[src/rtl/sfir_pkg.sv]
// Shared constants, types and register codes of the scanline filter.
package sfir_pkg;

    localparam int PIXEL_BITS = 16;
    localparam int RADIUS_MAX = 6;
    localparam int LINE_MAX   = 4096;

    localparam int WIN_LEN    = 2 * RADIUS_MAX + 1;
    localparam int NUM_WGT    = RADIUS_MAX + 1;
    localparam int WGT_W      = 16;
    localparam int FRAC_W     = 16;
    localparam int RAD_W      = 3;
    localparam int CNT_W      = $clog2(LINE_MAX);
    localparam int WIN_IDX_W  = $clog2(WIN_LEN);
    localparam int WGT_IDX_W  = $clog2(NUM_WGT);
    localparam int PAIR_W     = PIXEL_BITS + 1;
    localparam int PROD_W     = WGT_W + PAIR_W;
    localparam int ACC_W      = PROD_W + $clog2(NUM_WGT);
    localparam int HALF_WGT   = (NUM_WGT + 1) / 2;
    localparam int PSUM_W     = PROD_W + $clog2(HALF_WGT + 1);
    localparam int Q_W        = ACC_W - FRAC_W;
    localparam int TDATA_W    = ((PIXEL_BITS + 7) / 8) * 8;
    localparam int CFG_ADDR_W = $clog2(NUM_WGT + 1);
    localparam int CFG_DATA_W = WGT_W;
    localparam int WGT_VEC_W  = NUM_WGT * WGT_W;

    localparam logic [CFG_ADDR_W-1:0] REG_TAP_RADIUS  = CFG_ADDR_W'(0);
    localparam logic [CFG_ADDR_W-1:0] REG_WEIGHT_0    = CFG_ADDR_W'(1);
    localparam logic [CFG_ADDR_W-1:0] REG_WEIGHT_LAST = CFG_ADDR_W'(NUM_WGT);

    localparam logic [WGT_W-1:0] WGT_CENTRE_RST = '1;
    localparam logic [NUM_WGT-1:0][WGT_W-1:0] WGT_RST = WGT_VEC_W'(WGT_CENTRE_RST);
    localparam logic [RAD_W-1:0] RAD_MAX_V      = RAD_W'(RADIUS_MAX);
    localparam logic [ACC_W-1:0] RND_HALF       = ACC_W'(1) << (FRAC_W - 1);

    typedef logic [PIXEL_BITS-1:0]                t_pix;
    typedef logic [WIN_LEN-1:0][PIXEL_BITS-1:0]   t_win;
    typedef logic [RADIUS_MAX-1:0][PAIR_W-1:0]    t_pair_vec;
    typedef logic [NUM_WGT-1:0][PROD_W-1:0]       t_prod_vec;

    typedef struct packed {
        logic valid;
        logic last;
    } t_ctl;

    typedef struct packed {
        logic [RAD_W-1:0]                radius;
        logic [NUM_WGT-1:0][WGT_W-1:0]   weight;
    } t_cfg;

endpackage

[src/rtl/sfir_regs.sv]
// Configuration registers: tap radius and the seven tap weights.
module sfir_regs (
    input  logic                                i_clk,
    input  logic                                i_rst_n,
    input  logic                                i_cfg_we,
    input  logic [sfir_pkg::CFG_ADDR_W-1:0]     i_cfg_addr,
    input  logic [sfir_pkg::CFG_DATA_W-1:0]     i_cfg_wdata,
    output sfir_pkg::t_cfg                      o_cfg
);

    logic [sfir_pkg::RAD_W-1:0]                          r_radius;
    logic [sfir_pkg::NUM_WGT-1:0][sfir_pkg::WGT_W-1:0]   r_weight;
    logic [sfir_pkg::WGT_IDX_W-1:0]                      wgt_idx;

    assign wgt_idx = sfir_pkg::WGT_IDX_W'(i_cfg_addr - sfir_pkg::REG_WEIGHT_0);

    always_ff @(posedge i_clk) begin
        if (!i_rst_n) begin
            r_radius <= '0;
            r_weight <= sfir_pkg::WGT_RST;
        end else if (i_cfg_we) begin
            case (i_cfg_addr) inside
                sfir_pkg::REG_TAP_RADIUS: begin
                    r_radius <= i_cfg_wdata[sfir_pkg::RAD_W-1:0];
                end
                [sfir_pkg::REG_WEIGHT_0:sfir_pkg::REG_WEIGHT_LAST]: begin
                    r_weight[wgt_idx] <= i_cfg_wdata[sfir_pkg::WGT_W-1:0];
                end
                default: begin
                end
            endcase
        end
    end

    // clamp radius above RADIUS_MAX to RADIUS_MAX
    assign o_cfg.radius = (r_radius > sfir_pkg::RAD_MAX_V) ? sfir_pkg::RAD_MAX_V : r_radius;
    assign o_cfg.weight = r_weight;

endmodule

[config.mk]
export PLATFORM = sky130hd
export DESIGN_NAME = sfir_regs
export DESIGN_NICKNAME = d
export VERILOG_FILES = /design/src/rtl/sfir_pkg.sv /design/src/rtl/sfir_regs.sv
export SDC_FILE = /design/constraint.sdc
export NUM_CORES = 1
export LEC_CHECK = 0
export BUFFER_PORTS_ARGS = -buffer_cell sky130_fd_sc_hd__buf_2
export CORE_ASPECT_RATIO = 1.4
export CORE_UTILIZATION = 37
export DETAILED_ROUTE_END_ITERATION = 12
export PLACE_DENSITY = 0.58
export SLEW_MARGIN = 20
export SYNTH_ARGS = -nofsm -noshare
export SYNTH_HDL_FRONTEND = slang
export SYNTH_SLANG_ARGS = --single-unit
[constraint.sdc]
create_clock -name i_clk -period 2.36 [get_ports i_clk]
set_input_delay 0.118 -clock i_clk [delete_from_list [all_inputs] [get_ports i_clk]]
set_output_delay 0.118 -clock i_clk [all_outputs]
set_load 0.01 [all_outputs]
==> key figures, run 1 <==
Clock network
  – Num Clock Sinks: 115
  – Worst-skew pair later-pin latency: ~0.4 ns
  – CTS tree: yes
  – Post-CTS Setup Inserts: 0
  – Worst-path clk slew: roughly 0.05 ns
  – TritonCTS buffer count: 17
  – Root Driver: clkbuf_16
  – H-Tree Depth: 4
  – Max clock buf depth: 2

Power and ir drop
  – Leak: 2.79 nW
  – Pwr dens: around 850 nW/µm²
  – Tot Pwr: 5.17 mW
  – Peak supply drop: roughly 0.4 mV

Global route
  – Vias in the first global route: between 3000 and 4000
  – Pin count of the biggest net entering global routing: about 70
  – Initial antenna violation count: 0
  – GR Util All Layers: between 10% and 20%
  – Grt ovf: 0
  – First-pass GRT wire length: roughly 18 mm

Run status
  – Status: finished, final reports clean

Routing
  – DRC viols: 0
  – Post-DRT Antenna Nets: 0
  – Drt pass-1 iters: 5
  – Vias per std cell: about 4.7
  – Vias: approximately 3500
  – Initial drt markers: 87
  – Avg WL per Cell: around 16 µm
  – Post-Route WL: around 12 mm

Yosys
  – Netlist cell types: 23
  – Mapped cell area: about 4500 µm²
  – Syn_area_per_cell: roughly 11 µm²
  – Syn Inst Count: 430
  – Synthesized Nets: ~460
  – Yosys reg bits: 115
  – Yosys warns: 0
  – Sequential area share after synthesis: a little over 50%

STA
  – F_max: between 0.6 and 0.7 GHz
  – Worst hold slack: between 0.015 and 0.02 ns
  – Final Hold Vio Count: 0
  – Fin crit share: a little under 70%
  – Max-slew violation count: 0
  – Setup TNS: 0 ns
  – Tightest Pin Transition: ~0.77 ns
  – Final setup fails: 0
  – Min Tclk post-route: approximately 1.6 ns
  – Relative slew slack: between 40% and 50%
  – Unrepaired setup endpoints after global routing: no
  – Clock Skew: 0 ns

Floorplan
  – Initial Util: 38.2%
  – Die area: around 13000 µm²
  – Die H: about 130 µm
  – # rows: 47
  – Ports: 137
  – Die W: ~96 µm
  – Total core area: roughly 12000 µm²

Critical path
  – Crit path launch: i_cfg_addr[0]
  – RR Startpoint: o_cfg[73]
  – Worst reg2reg path endpoint: o_cfg[73]
  – R2r worst-path depth: 2
  – Critical Path AT: around 1.9 ns
  – CP max-delay cell: or4_1
  – R2r setup slk: 1.69 ns
  – Worst Path Required: roughly 2.6 ns
  – Worst setup EP type: register
  – CP max stage delay: around 0.55 ns
  – Crit-path cells: buf_2 > inv_1 > ha_1 > or2b_2 > nand3_4 > or4_1 > buf_4 > mux2i_1
  – Crit Path Max Fanout: 16
  – Critical path class: in2reg
  – Critical path launch point type: primary input

Layout
  – Final instance area: a little over 6000 µm²
  – Layout Nets: 604
  – Ant. Diodes: 0
  – P&R area growth vs syn: 33.9%
  – Fill count: 1096
  – Non-filler instance count after layout: 738
  – Layout cells sized above 1: 30.8%

Hold path
  – Worst Hold End: r_radius[1]
  – Hold Startpoint: i_cfg_wdata[1]
  – Hold Path Class: in2reg
  – Hold path depth: 3

Placed design
  – Placed cell area: 5320 µm²
  – DP HPWL: around 8.3 mm
  – Placed insts: roughly 690
  – IO Port Bufs: about 140
  – Placer Congestion: about 0.81

Run
  – Max-Cap Viols: 0
-- worst max-delay path: cells and delay by family --
| kind | cells | cell delay [ns] |
|---|---|---|
| buffers and inverters | 3 | 0.47 |
| adders and majority gates | 1 | 0.22 |
| and+or+nand+nor | 3 | 0.89 |
| muxes | 1 | 0.16 |
-- power breakdown --
group | total, mW | internal (mW) | switching (mW)
registers | 2.01 | 1.99 | 0.0226
logic | 0.332 | 0.133 | 0.199
clock network | 2.83 | 1.97 | 0.864
total | 5.17 | 4.09 | 1.09
-- cell type report --
type,count,area [µm²],area share (%)
multi-input cells,285,2050,33.6
clock buffers,20,437,7.18
repair buffers,157,896,14.7
flip-flops and latches,115,2300,37.9
clock inverters,12,210,3.46
well taps,147,184,3.02
inverters,2,7.51,0.123
-- metrics by stage --
| step | setup slack [ns] | util, % |
|---|---|---|
| 2_1_floorplan | 0.568 | - |
| 3_3_place_gp | 0.420 | 44.7 |
| 3_5_place_dp | 0.346 | 44.7 |
| 4_1_cts | 0.772 | 51.2 |
| 5_1_grt | 0.661 | 51.2 |
| 6_report | 0.757 | 51.2 |
-- synthesized netlist by cell type --
| cell type | n | share of area (%) |
|---|---|---|
| a21boi_0 | 1 | 0.17 |
| buf_12 | 2 | 0.88 |
| buf_4 | 4 | 0.66 |
| buf_6 | 3 | 0.74 |
| buf_8 | 1 | 0.33 |
| clkbuf_1 | 18 | 1.5 |
| dfxtp_1 | 115 | 51 |
| ha_1 | 4 | 1.1 |
| inv_1 | 2 | 0.17 |
| mux2i_1 | 115 | 25 |
| nand2_1 | 114 | 9.4 |
| nand2b_1 | 1 | 0.14 |
| nand3_4 | 1 | 0.39 |
| nand3b_1 | 1 | 0.17 |
| nand4b_1 | 1 | 0.19 |
| nor2_2 | 1 | 0.14 |
| nor2b_1 | 35 | 4.8 |
| nor3_2 | 1 | 0.22 |
| nor4_4 | 4 | 1.9 |
| or2b_2 | 1 | 0.19 |
| or4_1 | 3 | 0.50 |
| xnor2_1 | 1 | 0.19 |
| xor2_1 | 1 | 0.19 |
-- registers in the layout (all words and copies together) (netlist names) --
register and cells:
o_cfg 112, r_radius 3
-- per-layer routing --
layer / routed length [µm] / track usage, %
met4: 250 / 8.54
met2: 6330 / 34.4
met3: 571 / 5.19
met1: 4510 / 20.4
met5: 0 / 0
-- placed cells by master (no fill, tap or decap), types with 6 or more instances in the layout --
cell,netlist,routed
buf_2,0,135
mux2i_1,115,115
dfxtp_1,115,115
nand2_1,114,114
nor2b_1,35,35
clkbuf_16,0,17
dlygate4sd3_1,0,12
buf_4,4,8
clkinv_2,0,6
bufinv_16,0,6
-- worst max path at each step --
stage,end,cells past startpoint
floorplan,o_cfg[48],7
global placement,o_cfg[10],8
detailed placement,o_cfg[7],8
CTS,o_cfg[7],8
global route,o_cfg[7],8
finish,o_cfg[7],8
-- repair_timing --
item / 4_1_cts / 5_1_grt
gates resized for setup: 0 / 0
endpoints found under the hold margin: 12 / 0
hold buffers: 12 / 0
-- cell families (layout without fill, tap and decap cells) --
family | after synthesis | after routing | share of synthesized area (%)
and+or+nand+nor | 163 | 163 | 18.0
muxes | 115 | 115 | 25.3
DFF | 115 | 115 | 50.7
buffers and inverters | 30 | 191 | 4.27
adders and majority gates | 4 | 4 | 1.10
xor gates and xnor gates | 2 | 2 | 0.386
AOI/OAI and AO/OA | 1 | 1 | 0.165
Note: power is estimated with default switching activity, not from simulation.
==> run 2: changes to the inputs <==
- clock period: 2.36 -> 1.6 ns (I/O delays scaled with it)
==> run 2 against run 1 <==
- core utilization is 1.7 points higher
- clock skew stayed put
- clock-buffer cell count is 3 higher
- register-to-register slack worse by 0.73 ns
- combinational power is 66% higher
- first-iteration DRC count is 24% higher
- setup slack worse by 0.44 ns
- final cell count is 2.2% higher
- largest cell class unchanged
==> key figures, run 2 (synthesis gave the netlist of run 1 again) <==
Run status
  – Status: finished, final reports clean

Routing
  – DRC viols: 0 (unchanged)
  – Vias per std cell: 4.73 (-0.30%)
  – Initial drt markers: 108 (+24%)
  – Vias: 3563 (+1.9%)
  – Post-DRT Antenna Nets: 0 (unchanged)
  – Post-Route WL: 11.6 mm (-0.20%)
  – Drt pass-1 iters: 4 (-1)
  – Avg WL per Cell: 15.4 µm (-2.3%)

STA
  – Tightest Pin Transition: 0.468 ns (-0.302 ns)
  – Setup TNS: 0 ns (unchanged)
  – Relative slew slack: 68.8% (+20 points)
  – Fin crit share: 80.5%
  – Max-slew violation count: 0 (unchanged)
  – Unrepaired setup endpoints after global routing: no
  – Min Tclk post-route: roughly 1.3 ns
  – Final Hold Vio Count: 0 (unchanged)
  – Clock Skew: 0 ns (unchanged)
  – Final setup fails: 0 (unchanged)
  – Final setup margin: 0.312 ns (-0.445 ns)
  – F_max: ~0.78 GHz

Layout
  – Reg area: 2300 µm² (unchanged)
  – Area of the multi-input gates: 2090 µm² (+2.0%)
  – Fill count: 1110 (+1.3%)
  – P&R area growth vs syn: 38.4%
  – Commonest non-fill, non-tap cell in the layout: buf_2
  – Layout cells sized above 1: 33.4% (+2.6 points)
  – Most frequent cells in the layout: buf_2 (135), mux2i_1 (115), dfxtp_1 (115)
  – Ant. Diodes: 0 (unchanged)
  – Number of flip-flops under the largest register name: 112 (unchanged)
  – Final instance area: 6290 µm² (+3.4%)
  – Non-filler instance count after layout: 754 (+2.2%)
  – Util after Layout: 52.9% (+1.7 points)
  – Layout Nets: 620 (+2.6%)

Critical path
  – Worst Path Required: 1.93 ns (-0.71 ns)
  – Crit path buf inv count: 3 (unchanged)
  – Crit-path leading delay family: simple AND/OR/NAND/NOR gates
  – Worst setup EP type: register
  – Critical path class: in2reg
  – Crit path launch: i_cfg_addr[0]
  – Critical path launch point type: primary input
  – CP max stage delay: 0.43 ns (-0.12 ns)
  – Crit-path cells: buf_2 > inv_2 > ha_2 > xor2_2 > or4_4 > nor2_4 > buf_12 > mux2i_1
  – Crit Path Max Fanout: 16 (unchanged)
  – CP max-delay cell: or4_4
  – RR Startpoint: o_cfg[2]
  – Critical Path AT: 1.61 ns (-0.27 ns)

Floorplan
  – Initial Util: 38.2% (unchanged)
  – Die area: 12700 µm² (unchanged)
  – Die W: 95.6 µm (unchanged)
  – Ports: 137 (unchanged)
  – Die H: 133 µm (unchanged)
  – # rows: 47 (unchanged)
  – Total core area: 11900 µm² (unchanged)

Global route
  – Initial antenna violation count: 0 (unchanged)
  – Pin count of the biggest net entering global routing: 54 (-25%)
  – Vias in the first global route: 3530 (+1.4%)
  – First-pass GRT wire length: 18.2 mm (+0.38%)
  – GR Util All Layers: 19.2% (+0.099 points)
  – Grt ovf: 0 (unchanged)

Clock network
  – CTS tree: yes
  – CTS Hold Bufs: 16 (+4)
  – Num Clock Sinks: 115 (unchanged)
  – Post-CTS Setup Inserts: 0 (unchanged)
  – H-Tree Depth: 4 (unchanged)
  – TritonCTS buffer count: 17 (unchanged)
  – # resized after CTS: 0 (unchanged)
  – Worst-skew pair later-pin latency: 0.41 ns (about the same)
  – Max clock buf depth: 2 (unchanged)
  – Root Driver: clkbuf_16
  – Worst-path clk slew: 0.05 ns (about the same)

Hold path
  – Hold Startpoint: i_rst_n
  – Hold Path Class: in2reg

Power and ir drop
  – Leak: 2.86 nW (+2.8%)
  – Peak supply drop: 0.665 mV (+63%)
  – Pwr dens: 1200 nW/µm² (+41%)

Run
  – Max-Cap Viols: 0 (unchanged)

Placed design
  – IO Port Bufs: 136 (unchanged)
  – DP HPWL: 8.38 mm (+0.45%)
  – Placed cell area: 5500 µm² (+3.4%)
  – Placed insts: 706 (+1.7%)
  – Post-Place Worst Slack: -0.106 ns (-0.453 ns)
  – Placer Congestion: 0.743 (-7.8%)
-- run 2: report_power, final --
| part | leakage (nW) | switching (mW) | internal [mW] |
|---|---|---|---|
| clock network | 0.307 | 1.28 | 2.72 |
| registers | 0.930 | 0.0330 | 2.93 |
| logic | 1.63 | 0.307 | 0.244 |
| total | 2.86 | 1.62 | 5.90 |
-- run 2: tightest hold or removal path, delay by kind of cell --
kind	cells	cell delay, ns
AND/OR/NAND/NOR	1	0.12
buffers and inverters	1	0.26
multiplexers	1	0.05
-- run 2: worst paths after layout --
check,to,slack (ns),depth (start not counted)
worst max-delay path,o_cfg[59],0.31,8
worst min-delay path,o_cfg[51],0.16,3
worst max register to register,o_cfg[2],0.96,2
worst min register to register,o_cfg[27],0.45,2
-- run 2: cell type report --
cell class | count | share of cell area, %
flip-flops and latches | 115 | 36.6
clock inverters | 9 | 2.41
multi-input cells | 285 | 33.2
repair buffers | 173 | 17.1
inverters | 2 | 0.119
clock buffers | 23 | 7.60
well taps | 147 | 2.93
-- run 2: layer usage --
metal / GRT usage (%) / routed length, µm
met5: 0 / 0
met4: 8.79 / 272
met3: 4.74 / 456
met2: 35.5 / 6390
met1: 19.9 / 4520
-- run 2: through the flow --
stage	hold slack (ns)	power [mW]
global route	0.181	7.80
floorplan	0.240	3.34
detailed placement	0.365	3.55
global placement	0.351	3.54
CTS	0.143	7.61
finish	0.163	7.52
