$ cat config.mk
export PLATFORM = sky130hd
export DESIGN_NAME = sfir_round
export DESIGN_NICKNAME = d
export VERILOG_FILES = /design/src/rtl/sfir_pkg.sv /design/src/rtl/sfir_round.sv
export SDC_FILE = /design/constraint.sdc
export NUM_CORES = 1
export LEC_CHECK = 0
export BUFFER_PORTS_ARGS = -buffer_cell sky130_fd_sc_hd__clkbuf_2
export CAP_MARGIN = 30
export CORE_ASPECT_RATIO = 0.75
export CORE_MARGIN = 3
export CORE_UTILIZATION = 55
export CTS_CLUSTER_SIZE = 12
export DETAILED_ROUTE_END_ITERATION = 16
export MAX_ROUTING_LAYER = met4
export PLACE_DENSITY = 0.81
export SETUP_SLACK_MARGIN = 0.02
export SLEW_MARGIN = 5
export SYNTH_ARGS = -nofsm -noshare
export SYNTH_HDL_FRONTEND = slang
export SYNTH_SLANG_ARGS = --single-unit
$ cat constraint.sdc
create_clock -name i_clk -period 5.6 [get_ports i_clk]
set_input_delay 1.12 -clock i_clk [delete_from_list [all_inputs] [get_ports i_clk]]
set_output_delay 1.12 -clock i_clk [all_outputs]
set_load 0.1 [all_outputs]
$ cat src/rtl/sfir_pkg.sv
// Shared constants, types and register codes of the scanline filter.
package sfir_pkg;

    localparam int PIXEL_BITS = 16;
    localparam int RADIUS_MAX = 6;
    localparam int LINE_MAX   = 4096;

    localparam int WIN_LEN    = 2 * RADIUS_MAX + 1;
    localparam int NUM_WGT    = RADIUS_MAX + 1;
    localparam int WGT_W      = 16;
    localparam int FRAC_W     = 16;
    localparam int RAD_W      = 3;
    localparam int CNT_W      = $clog2(LINE_MAX);
    localparam int WIN_IDX_W  = $clog2(WIN_LEN);
    localparam int WGT_IDX_W  = $clog2(NUM_WGT);
    localparam int PAIR_W     = PIXEL_BITS + 1;
    localparam int PROD_W     = WGT_W + PAIR_W;
    localparam int ACC_W      = PROD_W + $clog2(NUM_WGT);
    localparam int HALF_WGT   = (NUM_WGT + 1) / 2;
    localparam int PSUM_W     = PROD_W + $clog2(HALF_WGT + 1);
    localparam int Q_W        = ACC_W - FRAC_W;
    localparam int TDATA_W    = ((PIXEL_BITS + 7) / 8) * 8;
    localparam int CFG_ADDR_W = $clog2(NUM_WGT + 1);
    localparam int CFG_DATA_W = WGT_W;
    localparam int WGT_VEC_W  = NUM_WGT * WGT_W;

    localparam logic [CFG_ADDR_W-1:0] REG_TAP_RADIUS  = CFG_ADDR_W'(0);
    localparam logic [CFG_ADDR_W-1:0] REG_WEIGHT_0    = CFG_ADDR_W'(1);
    localparam logic [CFG_ADDR_W-1:0] REG_WEIGHT_LAST = CFG_ADDR_W'(NUM_WGT);

    localparam logic [WGT_W-1:0] WGT_CENTRE_RST = '1;
    localparam logic [NUM_WGT-1:0][WGT_W-1:0] WGT_RST = WGT_VEC_W'(WGT_CENTRE_RST);
    localparam logic [RAD_W-1:0] RAD_MAX_V      = RAD_W'(RADIUS_MAX);
    localparam logic [ACC_W-1:0] RND_HALF       = ACC_W'(1) << (FRAC_W - 1);

    typedef logic [PIXEL_BITS-1:0]                t_pix;
    typedef logic [WIN_LEN-1:0][PIXEL_BITS-1:0]   t_win;
    typedef logic [RADIUS_MAX-1:0][PAIR_W-1:0]    t_pair_vec;
    typedef logic [NUM_WGT-1:0][PROD_W-1:0]       t_prod_vec;

    typedef struct packed {
        logic valid;
        logic last;
    } t_ctl;

    typedef struct packed {
        logic [RAD_W-1:0]                radius;
        logic [NUM_WGT-1:0][WGT_W-1:0]   weight;
    } t_cfg;

endpackage

$ cat src/rtl/sfir_round.sv
// Product summation, round to nearest, saturation and output register.
module sfir_round (
    input  logic                i_clk,
    input  logic                i_rst_n,
    input  sfir_pkg::t_ctl      i_ctl,
    input  sfir_pkg::t_prod_vec i_prod,
    output logic                o_s2_free,
    output logic                o_m_tvalid,
    input  logic                i_m_tready,
    output sfir_pkg::t_pix      o_filtered,
    output logic                o_last
);

    sfir_pkg::t_ctl                 r_s3;
    logic [sfir_pkg::PSUM_W-1:0]    r_sa;
    logic [sfir_pkg::PSUM_W-1:0]    r_sb;
    sfir_pkg::t_ctl                 r_out;
    sfir_pkg::t_pix                 r_filt;

    logic [sfir_pkg::PSUM_W-1:0]    n_sa;
    logic [sfir_pkg::PSUM_W-1:0]    n_sb;
    logic [sfir_pkg::ACC_W-1:0]     tot;
    logic [sfir_pkg::Q_W-1:0]       q;
    sfir_pkg::t_pix                 n_filt;
    logic                           out_free;
    logic                           s3_free;

    assign out_free  = !r_out.valid || i_m_tready;
    assign s3_free   = !r_s3.valid || out_free;
    assign o_s2_free = s3_free;

    always_comb begin
        n_sa = '0;
        n_sb = '0;
        for (int i = 0; i < sfir_pkg::HALF_WGT; i++) begin
            n_sa = n_sa + sfir_pkg::PSUM_W'(i_prod[i]);
        end
        for (int i = sfir_pkg::HALF_WGT; i < sfir_pkg::NUM_WGT; i++) begin
            n_sb = n_sb + sfir_pkg::PSUM_W'(i_prod[i]);
        end
    end

    assign tot    = sfir_pkg::ACC_W'(r_sa) + sfir_pkg::ACC_W'(r_sb) + sfir_pkg::RND_HALF;
    assign q      = tot[sfir_pkg::ACC_W-1:sfir_pkg::FRAC_W];
    assign n_filt = (|q[sfir_pkg::Q_W-1:sfir_pkg::PIXEL_BITS]) ? '1
                                                              : q[sfir_pkg::PIXEL_BITS-1:0];

    always_ff @(posedge i_clk) begin
        if (!i_rst_n) begin
            r_s3  <= '0;
            r_out <= '0;
        end else begin
            if (s3_free) begin
                r_s3 <= i_ctl;
            end
            if (out_free) begin
                r_out <= r_s3;
            end
        end
    end

    always_ff @(posedge i_clk) begin
        if (s3_free) begin
            r_sa <= n_sa;
            r_sb <= n_sb;
        end
        if (out_free) begin
            r_filt <= n_filt;
        end
    end

    assign o_m_tvalid = r_out.valid;
    assign o_last     = r_out.last;
    assign o_filtered = r_filt;

endmodule

==> results of run 1 <==
## cell type report
cell class                 count  area (sq um)
tap                          247           309
fill                        1489          6230
sequential                    90          2660
timing repair buffer         255          1300
inverter                     215           807
clock buffer                  10           229
clock inverter                 6           129
multi-input combinational    821          7220
## registers in the layout, summed over array words and instances, names as in the netlist
name,count
r_s3,2
o_filtered,16
o_m_tvalid,1
r_sa,35
o_last,1
r_sb,35
## worst min-delay path by stage
stage / to / cells past startpoint / start / slack (ns)
floorplan: r_s3[0] / 2 / r_s3[0] / 0.45
detailed placement: r_s3[0] / 2 / r_s3[0] / 0.48
CTS: r_s3[0] / 2 / r_s3[0] / 0.49
finish: r_s3[0] / 2 / r_s3[0] / 0.48
global route: r_s3[0] / 2 / r_s3[0] / 0.52
global placement: r_s3[0] / 2 / r_s3[0] / 0.47
## layer usage
metal,vias to the layer above,share of wire,track usage
met5,-,0,-
met2,310,0.45,0.373
met3,28,0.066,0.0294
met4,0,0.014,0.0548
met1,4129,0.47,0.335
li1,4431,-,-
## per-stage QoR
stage | hold slack (ns) | setup slack [ns] | utilization | power (W)
after floorplan | 0.451 | 1.15 | - | 0.00496
final | 0.477 | 1.15 | 0.670 | 0.00666
after global placement | 0.465 | 0.877 | 0.650 | 0.00582
after global routing | 0.520 | 0.819 | 0.670 | 0.00729
after CTS | 0.485 | 1.19 | 0.669 | 0.00663
after detailed placement | 0.476 | 0.833 | 0.650 | 0.00585
## cell usage in the layout, fill, tap and decap left out, types with 3 or more instances in the layout
master and instances:
clkbuf_2 254, fa_1 100, a221oi_1 4, xnor2_1 48, a31oi_1 6, a21o_1 32, a211oi_1 8, o21ai_1 3
a31o_2 3, o22ai_1 5, nand2_1 80, nor2b_1 10, nor4_1 4, nor3_1 16, a221o_1 3, o21bai_1 12
nand4_1 12, mux2i_1 3, o211ai_1 5, or3_1 5, edfxtp_1 86, o21a_1 12, a21oi_1 108, inv_1 215
and3_1 5, o31ai_1 6, a21boi_0 3, o221ai_1 3, nand3_1 21, clkbuf_16 9, xor2_1 25, nand2b_1 7
a211o_1 3, dfxtp_1 4, ha_1 133, nor2_1 51, bufinv_16 4, o21ai_0 50
## critical path: cells and delay by family
family | cells | cell delay (ns)
buffers and inverters | 3 | 0.16
multiplexers | 1 | 0.12
AND/OR/NAND/NOR | 2 | 0.35
AO/OA/AOI/OAI | 6 | 1.50
adder cells (fa/ha/maj) | 3 | 1.34
## power by group through the flow
stage | logic (W) | registers, W | clock network (W)
2_1_floorplan | 0.00361 | 0.00135 | 0
3_3_place_gp | 0.00452 | 0.00130 | 0
3_5_place_dp | 0.00454 | 0.00131 | 0
4_1_cts | 0.00460 | 0.00130 | 0.000738
5_1_grt | 0.00520 | 0.00132 | 0.000765
6_report | 0.00464 | 0.00130 | 0.000727
## kinds of logic after synthesis
| group | Yosys count |
|---|---|
| AO/OA/AOI/OAI | 287 |
| buffers and inverters | 234 |
| adder cells (fa/ha/maj) | 233 |
| AND/OR/NAND/NOR | 225 |
| flip-flops | 90 |
| XOR/XNOR | 73 |
| multiplexers | 3 |
==> flow_summary_export.csv, run 1 <==
group,metric,value,unit
global_route,antenna_found_initial,0,
yosys,yosysMostFrequentCell,"inv_1",
worst_setup_path,cpMaxStageDelayCell,"fa_1",
placement,post-dp-hpwl,21500,microns
sta,finalCriticalPeriod,4.45,ns
worst_setup_path,r2r_cells,12,
pwr,clock_power_share,0.109,
sta,rsz0062_at_grt,"no",
worst_setup_path,cp_max_fo,4,
clocking,insertion_delay,0.35,ns
job,maxCapViolations,0,
sta,period_share,0.795,
yosys,synth_area_leaders,"edfxtp_1, fa_1, ha_1",
sta,fmax,225,MHz
floorplan,core_area,18900,sq um
worst_setup_path,crit_path_start,"i_prod[3]",
pwr,p_sw,0.00314,W
yosys,synthXorXnorAreaFrac,0.0591,
yosys,synth_ff_type,"edfxtp_1",
clocking,numCtsBuffers,9,
route,firstDrtPassIters,5,
layout,area_growth,17.0,%
placement,placed_cells,1627,
floorplan,die_h,127,microns
yosys,yosys.area.top_type,"edfxtp_1",
layout,fin_area,12700,sq um
worst_setup_path,end_kind,"flop",
sta,drv_slew,0,
route,num_vias,8898,
layout,antennaDiodeCount,0,
worst_setup_path,worstReg2RegStart,"r_sa[15]",
pwr,comb_power_share,0.696,
yosys,synth-seq-area-share,0.246,
worst_setup_path,max_stage_delay,0.52,ns
floorplan,row_count,43,
pwr,p_sw_frac,0.471,
route,drt-initial-drc-count,578,
clocking,cts_buffer_depth,2,
pwr,power.density,527,nW/um^2
placement,port_buffers,254,
yosys,synthAdderAreaFrac,0.339,
route,ant_nets,0,
worst_setup_path,r2r_slack,1.81,ns
pwr,power.leakage,6.37,nW
yosys,yosys_warnings,0,
min_path,hp-class,"flop to flop",
clocking,cts_setup_buffers,0,
clocking,tritoncts,"done",
yosys,synthMuxAreaShare,0.00278,
worst_setup_path,cp.required,5.75,ns
layout,finalNonFillerCells,1644,
sta,hold_viol_final,0,
global_route,grt_pass1_vias,8818,
route,via_per_inst,5.41,
worst_setup_path,crit_path_cell_trace,"clkbuf_2, inv_1, fa_1, fa_1, inv_1, ha_1, nor2b_1, o31a_1, o41ai_2, o21ai_0, nand2_1, o21ai_1, a21boi_0, mux2i_1, a221oi_1",
sta,slew_headroom,0.506,
yosys,async_flop_share,0,
pwr,irDropWorstVdd,0.000292,V
layout,drive_gt1_frac,0.205,
yosys,synth_nets,1614,
pwr,internal_power,0.00353,W
floorplan,num_io_pins,255,
yosys,synth_top_family_by_area,"adder cells",
yosys,synth_common_cells,"inv_1, ha_1, a21oi_1",
route,wl_per_cell,15.2,microns
clocking,clk_pin_slew_worst_paths,0.06,ns
yosys,ys_types,69,
yosys,synthSimpleGateAreaFrac,0.0987,
layout,fin_nets,1861,
placement,place.gp.congestion,0.890,
yosys,ys_ff_latch,90,
outcome,outcome,"complete, no violations",
global_route,grt_max_degree,73,
floorplan,die_w,168,microns
worst_setup_path,arrival,4.60,ns
yosys,synthCells,1145,
route,drcViolationCount,0,
worst_setup_path,crit_type,"primary input to flop",
global_route,grt.overflow.total,0,
clocking,htreeDepth,3,
global_route,grt_pass1_wl,40500,microns
clocking,cts-resized-gates,0,
floorplan,start_util,0.573,
yosys,synth_compound_area_frac,0.167,
yosys,synth.avg_cell_area,9.45,sq um
global_route,track_usage,0.238,
sta,skew,0.00910,ns
floorplan,die-area,21400,sq um
worst_setup_path,worstReg2RegEnd,"o_filtered[14]",
sta,finalSetupTns,0,ns
worst_setup_path,startpoint_type,"primary input",
sta,finalSetupViolCount,0,
yosys,synth_area,10800,sq um
clocking,cts_hold_buf,0,
clocking,cts_root_buf,"clkbuf_16",
pwr,p_seq_frac,0.195,
clocking,cts.sinks,90,
placement,place_area,12300,sq um
worst_setup_path,timing.critical_path.to,"r_sa[31]",
route,drt_wl_total,24900,microns
sta,tightest_slew,0.735,ns
yosys,synth_edf_count,86,
yosys,netlist.area_leader.share,0.239,
Power figures use the tool's default switching activity.
==> inputs of run 2 (changes only) <==
--- a/config.mk
+++ b/config.mk
@@ -5,6 +5,7 @@
 export SDC_FILE = /design/constraint.sdc
 export NUM_CORES = 1
 export LEC_CHECK = 0
+export ABC_AREA = 1
 export BUFFER_PORTS_ARGS = -buffer_cell sky130_fd_sc_hd__clkbuf_2
 export CAP_MARGIN = 30
 export CORE_ASPECT_RATIO = 0.75
==> constraint.sdc (replaced) <==
create_clock -name i_clk -period 4.1 [get_ports i_clk]
set_input_delay 0.82 -clock i_clk [delete_from_list [all_inputs] [get_ports i_clk]]
set_output_delay 0.82 -clock i_clk [all_outputs]
set_load 0.1 [all_outputs]
==> run 2 against run 1 <==
Critical path depth up 2. Core utilization down 0.31 points. Power up 43%. Clock-buffer cell count down 1. Area after synthesis up 7.6%. Sequential cell count unchanged. Combinational power up 48%. Routed wire length up 26%. Die area up 7.3%. Clock skew up 0.0054 ns. Clock power up 23%.
==> flow_summary_export.csv, run 2 <==
group,metric,value,unit
route,drcViolationCount,0,
clocking,clk_pin_slew_worst_paths,0.07,ns
route,drt-initial-drc-count,641,
layout,area_growth,17.4,%
layout,final_common_cell,"inv_1",
layout,antennaDiodeCount,0,
route,firstDrtPassIters,5,
global_route,grt_util_met2,0.470,
floorplan,row_count,45,
clocking,numCtsBuffers,9,
worst_setup_path,crit_path_cell_trace,"clkbuf_2, inv_1, fa_1, fa_1, inv_1, ha_1, a21oi_1, o21ai_0, a21oi_1, o21ai_0, buf_4, nand2_1, inv_1, o21ai_0, nand2_1, nand2_1, nand2_1",
clocking,cts_setup_buffers,0,
clocking,cts-resized-gates,0,
sta,drv_slew,0,
worst_setup_path,cp.required,4.21,ns
yosys,synth-seq-area-share,0.229,
layout,drive_gt1_frac,0.169,
sta,period_share,0.889,
global_route,antenna_found_initial,0,
sta,tightest_slew,0.583,ns
sta,rsz0062_at_grt,"no",
layout,fin_nets,2236,
global_route,grt_pass1_vias,10500,
floorplan,core_area,20500,sq um
global_route,grt_max_degree,44,
sta,slew_headroom,0.611,
yosys,synth_common_cells,"inv_1, nand2_1, nor2_1",
worst_setup_path,max_stage_delay,0.52,ns
floorplan,start_util,0.568,
worst_setup_path,cpMaxStageDelayCell,"fa_1",
yosys,synth_nets,1960,
yosys,synth.avg_cell_area,7.81,sq um
route,via_per_inst,5.08,
yosys,yosys_warnings,0,
layout,fillerInstances,1815,
yosys,yosys.area.top_type,"edfxtp_1",
yosys,ys_types,35,
sta,finalCriticalPeriod,3.65,ns
yosys,synth_area_leaders,"edfxtp_1, fa_1, ha_1",
clocking,cts_buffer_depth,2,
job,maxCapViolations,0,
worst_setup_path,worst_path_most_repeated_cell,"nand2_1",
clocking,htreeDepth,3,
yosys,netlist.area_leader.share,0.222,
clocking,insertion_delay,0.35,ns
worst_setup_path,crit_type,"primary input to flop",
sta,finalSetupViolCount,0,
yosys,yosysMostFrequentCell,"inv_1",
pwr,finalPower,0.00953,W
global_route,grtUsageMet3,0.0181,
sta,fmax,274,MHz
min_path,hp-class,"flop to flop",
global_route,grtUsageMet1,0.365,
route,drt_wl_total,31400,microns
yosys,synth_ff_type,"edfxtp_1",
placement,place.gp.congestion,0.959,
outcome,outcome,"complete, no violations",
global_route,grt_pass1_wl,50200,microns
layout,register_area,2660,sq um
worst_setup_path,startpoint_type,"primary input",
yosys,synth_edf_count,86,
worst_setup_path,end_kind,"flop",
layout,final_cell_mix,"inv_1, nand2_1, clkbuf_2",
clocking,cts_root_buf,"clkbuf_16",
sta,finalSetupTns,0,ns
yosys,synthCells,1491,
floorplan,die_w,174,microns
pwr,irDropWorstVdd,0.000349,V
clocking,cts.sinks,90,
route,ant_nets,0,
placement,post-dp-hpwl,28100,microns
placement,port_buffers,254,
worst_setup_path,arrival,3.75,ns
floorplan,die_h,132,microns
placement,dpl_worst_slack,0.101,ns
yosys,async_flop_share,0,
sta,skew,0.0145,ns
floorplan,num_io_pins,255,
route,wl_per_cell,15.3,microns
clocking,tritoncts,"done",
floorplan,die-area,23000,sq um
clocking,cts_hold_buf,0,
layout,multiInputGateArea,7690,sq um
worst_setup_path,cp_max_fo,5,
sta,finalWorstSetupSlack,0.454,ns
global_route,track_usage,0.279,
yosys,synth_area,11600,sq um
global_route,grt-busiest-layer,"met2",
pwr,power.density,697,nW/um^2
sta,hold_viol_final,0,
global_route,grt.overflow.total,0,
route,num_vias,10400,
pwr,power.leakage,7.34,nW
yosys,ys_ff_latch,90,
==> run 2: power by group <==
| part | switching (W) | internal [W] |
|---|---|---|
| Combinational | 0.00437 | 0.00249 |
| Sequential | 0.000228 | 0.00156 |
| Clock | 0.000362 | 0.000532 |
==> run 2: logic make-up after synthesis <==
family | after synthesis | synth area share
compound gates | 232 | 0.113
flops | 90 | 0.229
xor+xnor | 63 | 0.0474
buf+inv | 343 | 0.111
fa+ha+maj | 233 | 0.315
simple gates | 530 | 0.185
==> run 2: cell type report <==
| type | count | area share |
|---|---|---|
| flip-flops and latches | 90 | 0.195 |
| well taps | 282 | 0.0258 |
| clock buffers | 9 | 0.0165 |
| multi-input cells | 1058 | 0.562 |
| inverters | 342 | 0.0939 |
| repair buffers | 266 | 0.0996 |
| clock inverters | 7 | 0.00687 |
==> run 2: critical path: cells and delay by family <==
kind	cells	cell delay (ns)
AOI/OAI and AO/OA	5	0.92
adders and majority gates	3	1.38
buffers and inverters	5	0.38
and+or+nand+nor	4	0.23
==> run 2: path summary, 6_finish.rpt <==
check,cells past startpoint,slack [ns],from,to
max reg2reg,12,1.19,r_sa[13],o_filtered[15]
max,17,0.45,i_prod[8],r_sa[33]
min,2,0.49,o_last,o_last
min reg2reg,2,0.49,o_last,o_last
==> run 2: per-layer routing <==
metal | share of wire | vias up
met4 | 0.025 | 0
met1 | 0.45 | 4771
met2 | 0.48 | 316
met5 | 0 | -
li1 | - | 5291
met3 | 0.045 | 50
==> run 2: stage by stage <==
stage          instance area, sq um  std cells  utilization  hold slack [ns]
2_1_floorplan                 11600       1491            -            0.456
3_3_place_gp                  13300       2038        0.651            0.470
3_5_place_dp                  13300       2038        0.651            0.482
4_1_cts                       13700       2054        0.667            0.496
5_1_grt                       13700       2054        0.667            0.523
6_report                      13700       2054        0.667            0.495
